==> config.mk <==
export PLATFORM = sky130hd
export DESIGN_NAME = polyphonic_voice_allocator_core
export DESIGN_NICKNAME = d
export VERILOG_FILES = /design/src/hw/rtl/pva_pkg.sv /design/src/hw/rtl/pva_cell.sv /design/src/hw/rtl/polyphonic_voice_allocator_core.sv
export VERILOG_INCLUDE_DIRS = /design/src /design/src/hw/rtl
export SDC_FILE = /design/constraint.sdc
export NUM_CORES = 2
export LEC_CHECK = 0
export BUFFER_PORTS_ARGS = -buffer_cell sky130_fd_sc_hd__buf_4
export CAP_MARGIN = 20
export CELL_PAD_IN_SITES_DETAIL_PLACEMENT = 1
export CELL_PAD_IN_SITES_GLOBAL_PLACEMENT = 1
export CORE_MARGIN = 5
export CORE_UTILIZATION = 47
export CTS_BUF_LIST = sky130_fd_sc_hd__clkbuf_4 sky130_fd_sc_hd__clkbuf_8 sky130_fd_sc_hd__clkbuf_16
export DETAILED_ROUTE_END_ITERATION = 12
export PLACE_DENSITY_LB_ADDON = 0.3
export SYNTH_ARGS = -nofsm -noshare
export SYNTH_HDL_FRONTEND = slang
export SYNTH_HIERARCHICAL = 1
export SYNTH_SLANG_ARGS = --single-unit
export TNS_END_PERCENT = 50
==> constraint.sdc <==
create_clock -name clock -period 4.9 [get_ports clock]
set_clock_uncertainty 0.05 [all_clocks]
set_input_delay 0.49 -clock clock [delete_from_list [all_inputs] [get_ports clock]]
set_output_delay 0.49 -clock clock [all_outputs]
set_load 0.05 [all_outputs]
==> src/hw/rtl/polyphonic_voice_allocator_core_macros.svh <==
// assertion macros for the voice allocator
// used by polyphonic_voice_allocator_core, expects clock and reset in scope
`ifndef POLYPHONIC_VOICE_ALLOCATOR_CORE_MACROS_SVH
`define POLYPHONIC_VOICE_ALLOCATOR_CORE_MACROS_SVH

// same-cycle implication
`define PVA_ASSERT_IMPL(label, ante, cons) \
   label: assert property (@(posedge clock) disable iff (reset) (ante) |-> (cons)) \
      else $error("voice allocator check failed");

// next-cycle implication
`define PVA_ASSERT_NEXT(label, ante, cons) \
   label: assert property (@(posedge clock) disable iff (reset) (ante) |=> (cons)) \
      else $error("voice allocator check failed");

`endif

==> src/hw/rtl/pva_pkg.sv <==
// shared types and constants for the voice allocator
// used by pva_cell and polyphonic_voice_allocator_core, no dependencies
package pva_pkg;

   localparam int MAX_VOICES  = 64;
   localparam int IDX_W       = 6;
   localparam int NOTE_W      = 7;
   localparam int LEVEL_W_MAX = 16;
   localparam int CNT_W       = 7;
   localparam int FIN_W       = 4;
   localparam int VOICE_W     = 4;
   localparam int MASK_W      = 16;
   localparam int OUT_CNT_W   = 5;
   localparam int OUT_CNT_MAX = (1 << OUT_CNT_W) - 1;
   localparam int CMD_W       = 2;
   localparam int ACT_W       = 3;

   typedef enum logic [CMD_W-1:0] {
      CMD_NOTE_ON,
      CMD_NOTE_OFF,
      CMD_ALL_OFF,
      CMD_FINISHED
   } cmd_type;

   typedef enum logic [ACT_W-1:0] {
      ACT_UPDATED,
      ACT_STARTED,
      ACT_STOLEN,
      ACT_RELEASE,
      ACT_NOMATCH,
      ACT_FREED
   } action_type;

   typedef enum logic [1:0] {
      CM_NONE,
      CM_START,
      CM_UPDATE,
      CM_FREE
   } commit_kind_type;

   typedef enum logic [1:0] {
      ST_IDLE,
      ST_SCAN,
      ST_COMMIT
   } state_type;

   // record carried down the cell chain
   typedef struct packed {
      logic                   match_found;
      logic [IDX_W-1:0]       match_idx;
      logic                   free_found;
      logic [IDX_W-1:0]       free_idx;
      logic [IDX_W-1:0]       free_rank;
      logic [IDX_W-1:0]       oldest_idx;
      logic [NOTE_W-1:0]      oldest_note;
      logic [MASK_W-1:0]      mask;
      logic [CNT_W-1:0]       count;
      logic                   fin_active;
      logic [LEVEL_W_MAX-1:0] fin_level;
   } scan_type;

   // state update broadcast to every cell
   typedef struct packed {
      commit_kind_type        kind;
      logic [IDX_W-1:0]       idx;
      logic [IDX_W-1:0]       rank;
      logic [NOTE_W-1:0]      note;
      logic [LEVEL_W_MAX-1:0] level;
   } commit_type;

endpackage

==> src/hw/rtl/pva_cell.sv <==
// one voice slot: holds active, note, level and age rank of a voice
// merges its state into the scan record and registers it for the next cell; uses pva_pkg
module pva_cell #(
   parameter int CELL_IDX      = 0,
   parameter int NUM_VOICES    = 16,
   parameter int VELOCITY_BITS = 11
) (
   input  logic               clock,
   input  logic               reset,
   input  pva_pkg::scan_type   scan_in,
   output pva_pkg::scan_type   scan_out,
   input  pva_pkg::cmd_type    req_cmd,
   input  logic [pva_pkg::NOTE_W-1:0] req_note,
   input  logic [pva_pkg::FIN_W-1:0]  req_fin,
   input  pva_pkg::commit_type commit
);
   import pva_pkg::*;

   localparam int RANK_W   = (NUM_VOICES > 1) ? $clog2(NUM_VOICES) : 1;
   localparam int MASK_BIT = CELL_IDX % MASK_W;

   logic                     active_ff, active_in;
   logic [NOTE_W-1:0]        note_ff, note_in;
   logic [VELOCITY_BITS-1:0] level_ff, level_in;
   logic [RANK_W-1:0]        rank_ff, rank_in;
   scan_type                 scan_ff, scan_in_d;
   logic                     is_pick;
   logic                     note_hit;

   assign is_pick  = (commit.idx == IDX_W'(CELL_IDX));
   assign note_hit = (note_ff == req_note);

   always_comb begin
      active_in = active_ff;
      note_in   = note_ff;
      level_in  = level_ff;
      rank_in   = rank_ff;
      case (commit.kind)
         CM_START: begin
            if (is_pick) begin
               active_in = 1'b1;
               note_in   = commit.note;
               level_in  = commit.level[VELOCITY_BITS-1:0];
               rank_in   = RANK_W'(NUM_VOICES - 1);
            end else if (IDX_W'(rank_ff) > commit.rank) begin
               rank_in = rank_ff - RANK_W'(1);
            end
         end
         CM_UPDATE: begin
            if (is_pick) begin
               level_in = commit.level[VELOCITY_BITS-1:0];
            end
         end
         CM_FREE: begin
            if (is_pick) begin
               active_in = 1'b0;
            end
         end
         default: ;
      endcase
   end

   always_comb begin
      scan_in_d       = scan_in;
      scan_in_d.count = scan_in.count + CNT_W'(active_ff);
      if (active_ff && note_hit && !scan_in.match_found) begin
         scan_in_d.match_found = 1'b1;
         scan_in_d.match_idx   = IDX_W'(CELL_IDX);
      end
      if (!active_ff && !scan_in.free_found) begin
         scan_in_d.free_found = 1'b1;
         scan_in_d.free_idx   = IDX_W'(CELL_IDX);
         scan_in_d.free_rank  = IDX_W'(rank_ff);
      end
      if (rank_ff == '0) begin
         scan_in_d.oldest_idx  = IDX_W'(CELL_IDX);
         scan_in_d.oldest_note = note_ff;
      end
      if (CELL_IDX < MASK_W && active_ff && (req_cmd == CMD_ALL_OFF || note_hit)) begin
         scan_in_d.mask[MASK_BIT] = 1'b1;
      end
      if (IDX_W'(req_fin) == IDX_W'(CELL_IDX)) begin
         scan_in_d.fin_active = active_ff;
         scan_in_d.fin_level  = LEVEL_W_MAX'(level_ff);
      end
   end

   always_ff @(posedge clock) begin
      if (reset) begin
         active_ff <= 1'b0;
         note_ff   <= '0;
         level_ff  <= '0;
         rank_ff   <= RANK_W'(CELL_IDX);
      end else begin
         active_ff <= active_in;
         note_ff   <= note_in;
         level_ff  <= level_in;
         rank_ff   <= rank_in;
      end
   end

   always_ff @(posedge clock) begin
      scan_ff <= scan_in_d;
   end

   assign scan_out = scan_ff;

endmodule

==> src/hw/rtl/polyphonic_voice_allocator_core.sv <==
// voice allocator top level: request/response control and the chain of voice cells
// depends on pva_pkg, pva_cell and polyphonic_voice_allocator_core_macros.svh
//
// usage
//   req channel: one request per note event; command in req_tuser, note, velocity and
//   finished voice in req_tdata. rsp channel: exactly one response per request, action
//   in rsp_tuser, voice, velocity, stolen note, release mask and active count in rsp_tdata.
//   csr_wr_en/csr_wr_data set the retrigger enable; write it only while no request is open.
//   a request walks the voice cells one per cycle, so the scan time is set by the length
//   of the cell chain; then the commit state updates every voice at once and loads the
//   response register. a new request is taken only after the previous one has committed,
//   and req_tready is high only between requests.
//   the next request may be taken while a response still waits in the output register;
//   if rsp_tready is low, that request holds in its commit cycle until the response
//   register frees, and no voice state changes meanwhile.
//   reset: all voices inactive with note and level zero, age ranks equal to voice index,
//   retrigger enabled, no response pending. no clearing pass is needed.
`include "polyphonic_voice_allocator_core_macros.svh"

module polyphonic_voice_allocator_core #(
   parameter int NUM_VOICES    = 16,
   parameter int VELOCITY_BITS = 11,
   localparam int REQ_DATA_W =
      ((pva_pkg::NOTE_W + VELOCITY_BITS + pva_pkg::FIN_W + 7) / 8) * 8,
   localparam int RSP_DATA_W = ((pva_pkg::VOICE_W + VELOCITY_BITS + pva_pkg::NOTE_W
      + pva_pkg::MASK_W + pva_pkg::OUT_CNT_W + 7) / 8) * 8
) (
   input  logic                        clock,
   input  logic                        reset,
   input  logic                        req_tvalid,
   output logic                        req_tready,
   input  logic [REQ_DATA_W-1:0]       req_tdata,   // note, velocity, finished_voice
   input  logic [pva_pkg::CMD_W-1:0]   req_tuser,   // command
   output logic                        rsp_tvalid,
   input  logic                        rsp_tready,
   output logic [RSP_DATA_W-1:0]       rsp_tdata,   // voice, voice_velocity, stolen_note,
                                                    // release_mask, active_count
   output logic [pva_pkg::ACT_W-1:0]   rsp_tuser,   // action
   input  logic                        csr_wr_en,
   input  logic                        csr_wr_data
);
   import pva_pkg::*;

   localparam int VB        = VELOCITY_BITS;
   localparam int STEP_W    = (NUM_VOICES > 1) ? $clog2(NUM_VOICES) : 1;
   localparam int VEL_ONE_I = 1 << (VELOCITY_BITS - 1);
   localparam int VEL_MIN_I = (VEL_ONE_I * 5) / 100;
   localparam int FULL_I    = (NUM_VOICES > OUT_CNT_MAX) ? OUT_CNT_MAX : NUM_VOICES;
   localparam logic [VB-1:0]        VEL_ONE  = VB'(VEL_ONE_I);
   localparam logic [VB-1:0]        VEL_MIN  = VB'(VEL_MIN_I);
   localparam logic [OUT_CNT_W-1:0] CNT_FULL = OUT_CNT_W'(FULL_I);

   state_type               state_ff, state_in;
   logic [STEP_W-1:0]       step_ff, step_in;
   cmd_type                 cmd_ff;
   logic [NOTE_W-1:0]       note_ff;
   logic [VB-1:0]           vel_ff;
   logic [FIN_W-1:0]        fin_ff;
   logic                    retrig_ff;
   logic                    req_fire;
   logic                    commit_fire;

   logic [NOTE_W-1:0]       req_note;
   logic [VB-1:0]           req_vel;
   logic [FIN_W-1:0]        req_fin;
   logic [VB-1:0]           vel_clamped;

   scan_type                chain_in  [NUM_VOICES];
   scan_type                chain_out [NUM_VOICES];
   scan_type                last;
   commit_type              commit_d, commit_bus;

   action_type              act_d;
   logic [IDX_W-1:0]        idx_d;
   logic [VB-1:0]           vvel_d;
   logic [NOTE_W-1:0]       stolen_d;
   logic [MASK_W-1:0]       mask_d;
   logic [CNT_W-1:0]        cnt_after;
   logic [OUT_CNT_W-1:0]    cnt_sat;

   logic                    rsp_valid_ff, rsp_valid_in;
   action_type              rsp_act_ff;
   logic [VOICE_W-1:0]      rsp_voice_ff;
   logic [VB-1:0]           rsp_vel_ff;
   logic [NOTE_W-1:0]       rsp_stolen_ff;
   logic [MASK_W-1:0]       rsp_mask_ff;
   logic [OUT_CNT_W-1:0]    rsp_cnt_ff;

   assign req_note = req_tdata[NOTE_W-1:0];
   assign req_vel  = req_tdata[NOTE_W+VB-1:NOTE_W];
   assign req_fin  = req_tdata[NOTE_W+VB+FIN_W-1:NOTE_W+VB];

   assign vel_clamped = (req_vel < VEL_MIN) ? VEL_MIN :
                        (req_vel > VEL_ONE) ? VEL_ONE : req_vel;

   // control
   always_comb begin
      state_in    = state_ff;
      step_in     = step_ff;
      req_tready  = 1'b0;
      commit_fire = 1'b0;
      case (state_ff)
         ST_IDLE: begin
            req_tready = 1'b1;
            if (req_tvalid) begin
               state_in = ST_SCAN;
               step_in  = '0;
            end
         end
         ST_SCAN: begin
            step_in = step_ff + STEP_W'(1);
            if (step_ff == STEP_W'(NUM_VOICES - 1)) begin
               state_in = ST_COMMIT;
            end
         end
         ST_COMMIT: begin
            if (!rsp_valid_ff || rsp_tready) begin
               commit_fire = 1'b1;
               state_in    = ST_IDLE;
            end
         end
         default: begin
            state_in = ST_IDLE;
         end
      endcase
   end

   assign req_fire = req_tvalid && req_tready;

   always_ff @(posedge clock) begin
      if (reset) begin
         state_ff     <= ST_IDLE;
         step_ff      <= '0;
         retrig_ff    <= 1'b1;
         rsp_valid_ff <= 1'b0;
      end else begin
         state_ff     <= state_in;
         step_ff      <= step_in;
         rsp_valid_ff <= rsp_valid_in;
         if (csr_wr_en) begin
            retrig_ff <= csr_wr_data;
         end
      end
   end

   always_ff @(posedge clock) begin
      if (req_fire) begin
         cmd_ff  <= cmd_type'(req_tuser);
         note_ff <= req_note;
         vel_ff  <= vel_clamped;
         fin_ff  <= req_fin;
      end
   end

   // cell chain
   for (genvar g = 0; g < NUM_VOICES; g++) begin : g_cell
      if (g == 0) begin : g_head
         assign chain_in[g] = scan_type'('0);
      end else begin : g_link
         assign chain_in[g] = chain_out[g-1];
      end
      pva_cell #(
         .CELL_IDX      (g),
         .NUM_VOICES    (NUM_VOICES),
         .VELOCITY_BITS (VELOCITY_BITS)
      ) u_cell (
         .clock    (clock),
         .reset    (reset),
         .scan_in  (chain_in[g]),
         .scan_out (chain_out[g]),
         .req_cmd  (cmd_ff),
         .req_note (note_ff),
         .req_fin  (fin_ff),
         .commit   (commit_bus)
      );
   end

   assign last = chain_out[NUM_VOICES-1];

   // decision on the finished scan
   always_comb begin
      act_d          = ACT_NOMATCH;
      idx_d          = '0;
      vvel_d         = '0;
      stolen_d       = '0;
      mask_d         = '0;
      cnt_after      = last.count;
      commit_d       = commit_type'('0);
      commit_d.kind  = CM_NONE;
      commit_d.note  = note_ff;
      commit_d.level = LEVEL_W_MAX'(vel_ff);
      case (cmd_ff)
         CMD_NOTE_ON: begin
            vvel_d = vel_ff;
            if (!retrig_ff && last.match_found) begin
               act_d         = ACT_UPDATED;
               idx_d         = last.match_idx;
               commit_d.kind = CM_UPDATE;
            end else if (last.free_found) begin
               act_d         = ACT_STARTED;
               idx_d         = last.free_idx;
               commit_d.kind = CM_START;
               commit_d.rank = last.free_rank;
               cnt_after     = last.count + CNT_W'(1);
            end else begin
               act_d         = ACT_STOLEN;
               idx_d         = last.oldest_idx;
               stolen_d      = last.oldest_note;
               commit_d.kind = CM_START;
               commit_d.rank = '0;
            end
         end
         CMD_NOTE_OFF, CMD_ALL_OFF: begin
            mask_d = last.mask;
            act_d  = (last.mask != '0) ? ACT_RELEASE : ACT_NOMATCH;
         end
         CMD_FINISHED: begin
            if (last.fin_active) begin
               act_d         = ACT_FREED;
               idx_d         = IDX_W'(fin_ff);
               vvel_d        = last.fin_level[VB-1:0];
               commit_d.kind = CM_FREE;
               cnt_after     = last.count - CNT_W'(1);
            end
         end
         default: ;
      endcase
      commit_d.idx = idx_d;
   end

   assign cnt_sat = (cnt_after > CNT_W'(OUT_CNT_MAX)) ? OUT_CNT_W'(OUT_CNT_MAX)
                                                     : cnt_after[OUT_CNT_W-1:0];

   always_comb begin
      commit_bus = commit_d;
      if (!commit_fire) begin
         commit_bus.kind = CM_NONE;
      end
   end

   // response register
   always_comb begin
      rsp_valid_in = rsp_valid_ff;
      if (commit_fire) begin
         rsp_valid_in = 1'b1;
      end else if (rsp_tready) begin
         rsp_valid_in = 1'b0;
      end
   end

   always_ff @(posedge clock) begin
      if (commit_fire) begin
         rsp_act_ff    <= act_d;
         rsp_voice_ff  <= idx_d[VOICE_W-1:0];
         rsp_vel_ff    <= vvel_d;
         rsp_stolen_ff <= stolen_d;
         rsp_mask_ff   <= mask_d;
         rsp_cnt_ff    <= cnt_sat;
      end
   end

   assign rsp_tvalid = rsp_valid_ff;
   assign rsp_tuser  = rsp_act_ff;
   assign rsp_tdata  = RSP_DATA_W'({rsp_cnt_ff, rsp_mask_ff, rsp_stolen_ff,
                                   rsp_vel_ff, rsp_voice_ff});

   `PVA_ASSERT_NEXT(a_accept_starts_scan, req_fire, state_ff == ST_SCAN)
   `PVA_ASSERT_NEXT(a_commit_loads_rsp, commit_fire, rsp_valid_ff && state_ff == ST_IDLE)
   `PVA_ASSERT_IMPL(a_release_has_mask, rsp_valid_ff && rsp_act_ff == ACT_RELEASE, rsp_mask_ff != '0)
   `PVA_ASSERT_IMPL(a_steal_only_when_full, rsp_valid_ff && rsp_act_ff == ACT_STOLEN, rsp_cnt_ff == CNT_FULL)

endmodule
==> flow_metrics.tcl <==
set metrics [dict create \
    result_of_the_run "finished clean" \
    path_delay_family "simple AND/OR/NAND/NOR gates" \
    wl_per_cell_um 18.3 \
    worstSetupPathDepth 9 \
    cts_buffers 150 \
    finalNetCount 4941 \
    detail_route.vias_per_cell 5.02 \
    maxClockFrequency_mhz 236 \
    critPathKind "flop to flop" \
    wirelength_met1_mm 50.0 \
    met2_length_mm 58.7 \
    post_cts_buffers 0 \
    gp_congestion 0.803 \
    critical_path.slowest_cell "sky130_fd_sc_hd__o21ai_2" \
    wl_mm 117 \
    fp.dieArea_um2 119000 \
    startpoint_types "flop" \
    syn-instance-count 4499 \
    fp.dieW_um 345 \
    drive_above_1_share 0.213 \
    critical_path_buf_inv_count 1 \
    drc_violation_count_after_routing 0 \
    drtPass1Iterations 4 \
    clkTransAtPathRegs_ns 0.06 \
    timing.setup.tns_ns 0 \
    power.static_leakage_nw 24.4 \
    max_cap_viol_count 0 \
    post_dp_cell_area_um2 55400 \
    timing.critical_path.arrival_ns 4.78 \
    cp_cell_sequence "inv_1, ha_1, nand2b_1, o21ai_2, nand4b_1, nor3_2, and2b_1, mux2i_1, nor2_1" \
    final_hold_viol_count 0 \
    clk_latency_ns 0.76 \
    r2r_cells 9 \
    final_cell_area_um2 60900 \
    h-tree-depth 4 \
    final_max_slew_viol_count 0 \
    detailedPlacementHpwl_mm 76.5 \
    grt_max_degree 178 \
    antenna_found_initial 0 \
    gr-total-overflow 0 \
    ant_nets 0 \
    cts.sink_count 1534 \
    unrepaired_setup_endpoints_after_global_routing "no" \
    timing.hold.worst_path_depth 3 \
    flow.area_growth_from_synthesis_pct 15.4 \
    synth_warnings 6 \
    slew_headroom 0.230 \
    layout.cells.non_filler 6366 \
    cts_tree "yes" \
    ff2ff_setup_slack_ns 0.66 \
    post-route-period-util 0.865 \
    timing.hold.worst_endpoint "state_ff[0]$_SDFFE_PP0P_" \
    ioPinCount 85 \
    floorplan.rows 122 \
    root_buffer "sky130_fd_sc_hd__clkbuf_16" \
    dr_total_vias 32000 \
    r2r_start "cmd_ff[1]$_DFFE_PP_" \
    first_global_vias 34600 \
    met3_length_mm 3.24 \
    routed.top_layer "met4" \
    vdd_ir_drop_max_mv 0.261 \
    critical_path.endpoint_type "flop" \
    finalCriticalPeriod_ns 4.24 \
    grt_pass1_wl_mm 189 \
    grt_util_all_layers 0.197 \
    critical_path.max_fanout 15 \
    finish.utilization 0.548 \
    clockBufferDepth 3 \
    slowest_delay_ns 1.00 \
    diodes 0 \
    numPlacedInstances 6068 \
    placement.io_buffers 77 \
    worst-slew-pin-transition_ns 1.16 \
    dieHeight_um 345 \
    hold_path_class "input port to flop" \
    fillCellCount 11400 \
    post_synth.cell_area_avg_um2 11.7 \
    regToRegEndpoint "g_cell[7].u_cell/level_ff[4]$_SDFFE_PP0P_" \
    p_total_mw 26.1 \
    iter_0_drt_violations 1314 \
    area_of_the_core_um2 111000 \
    effective_utilization_at_floorplan 0.475 \
    worst_ep_required_time_ns 5.44 \
    setup_viol_count_final 0 \
    synth_area_um2 52700 \
    power_density_nw_per_um2 428 \
    min-delay-start "req_tvalid" \
]
## power breakdown
| part | switching, mW | internal, mW |
|---|---|---|
| clock | 4.81 | 7.07 |
| sequential | 0.230 | 13.0 |
| combinational | 0.475 | 0.427 |
| total | 5.51 | 20.5 |
## layer usage
metal | GRT usage | up-vias
li1 | - | 15700
met1 | 0.234 | 15600
met2 | 0.352 | 453
met3 | 0.0300 | 222
met4 | 0.0871 | 0
met5 | 0 | -
## flip-flops by register name (all words and copies together) (netlist names), 3 cells and up
signal / count
g_cell.u_cell/scan_out: 1088
g_cell.u_cell/level_ff: 176
g_cell.u_cell/note_ff: 112
g_cell.u_cell/rank_ff: 64
g_cell.u_cell/active_ff: 16
rsp_mask_ff: 16
rsp_vel_ff: 11
vel_ff: 11
note_ff: 7
rsp_stolen_ff: 7
rsp_cnt_ff: 5
fin_ff: 4
rsp_voice_ff: 4
step_ff: 4
rsp_tuser: 3
## cells in the final DEF (no fill, tap or decap), types with 114 or more instances in the layout
master and instances:
sky130_fd_sc_hd__clkbuf_16 153, sky130_fd_sc_hd__nor2b_1 239, sky130_fd_sc_hd__buf_4 157, sky130_fd_sc_hd__mux2i_1 170, sky130_fd_sc_hd__nand2_1 282, sky130_fd_sc_hd__inv_1 124, sky130_fd_sc_hd__mux2_2 354, sky130_fd_sc_hd__nand3_1 121
sky130_fd_sc_hd__dfxtp_1 1464, sky130_fd_sc_hd__or2_2 114, sky130_fd_sc_hd__nor2_1 291, sky130_fd_sc_hd__ha_1 150, sky130_fd_sc_hd__a21oi_1 167, sky130_fd_sc_hd__xnor2_1 171
## worst max path at each step
stage / endpoint / slack [ns] / start
6_report: g_cell[7].u_cell/level_ff[4]$_SDFFE_PP0P_ / 0.66 / cmd_ff[1]$_DFFE_PP_
4_1_cts: g_cell[7].u_cell/level_ff[4]$_SDFFE_PP0P_ / 0.69 / cmd_ff[1]$_DFFE_PP_
2_1_floorplan: g_cell[13].u_cell/rank_ff[2]$_SDFFE_PP1P_ / 0.15 / cmd_ff[0]$_DFFE_PP_
5_1_grt: g_cell[7].u_cell/level_ff[2]$_SDFFE_PP0P_ / 0.39 / cmd_ff[1]$_DFFE_PP_
3_5_place_dp: g_cell[7].u_cell/level_ff[3]$_SDFFE_PP0P_ / 0.72 / cmd_ff[1]$_DFFE_PP_
3_3_place_gp: g_cell[7].u_cell/level_ff[0]$_SDFFE_PP0P_ / 0.86 / cmd_ff[1]$_DFFE_PP_
## stage by stage
| step | hold WS [ns] | setup slack (ns) |
|---|---|---|
| floorplan | 0.260 | 0.150 |
| detailed placement | 0.263 | 0.715 |
| finish | 0.145 | 0.661 |
| CTS | 0.0824 | 0.695 |
| global route | 0.173 | 0.387 |
| global placement | 0.260 | 0.861 |
## final cells by class
type / count / area (µm²) / share of cell area
timing repair buffer: 188 / 1520 / 0.0250
sequential: 1534 / 31400 / 0.516
tap: 1488 / 1860 / 0.0306
clock inverter: 64 / 802 / 0.0132
clock buffer: 207 / 4430 / 0.0727
multi-input combinational: 2761 / 20400 / 0.335
inverter: 124 / 465 / 0.00764
## worst reg2reg max path, stage by stage (launching register included)
cell and delay, ns:
sky130_fd_sc_hd__edfxtp_1 0.38, sky130_fd_sc_hd__inv_1 0.08, sky130_fd_sc_hd__ha_1 0.46, sky130_fd_sc_hd__nand2b_1 0.47, sky130_fd_sc_hd__o21ai_2 1.01, sky130_fd_sc_hd__nand4b_1 0.22
sky130_fd_sc_hd__nor3_2 0.44, sky130_fd_sc_hd__and2b_1 0.63, sky130_fd_sc_hd__mux2i_1 0.28, sky130_fd_sc_hd__nor2_1 0.07
## timing repair
action | CTS | global route
endpoints found under the hold margin | 26 | 0
endpoints found under the setup margin | 0 | 0
hold buffers | 27 | 0
resized for setup | 0 | 0
(Power assumes the default switching activity.)
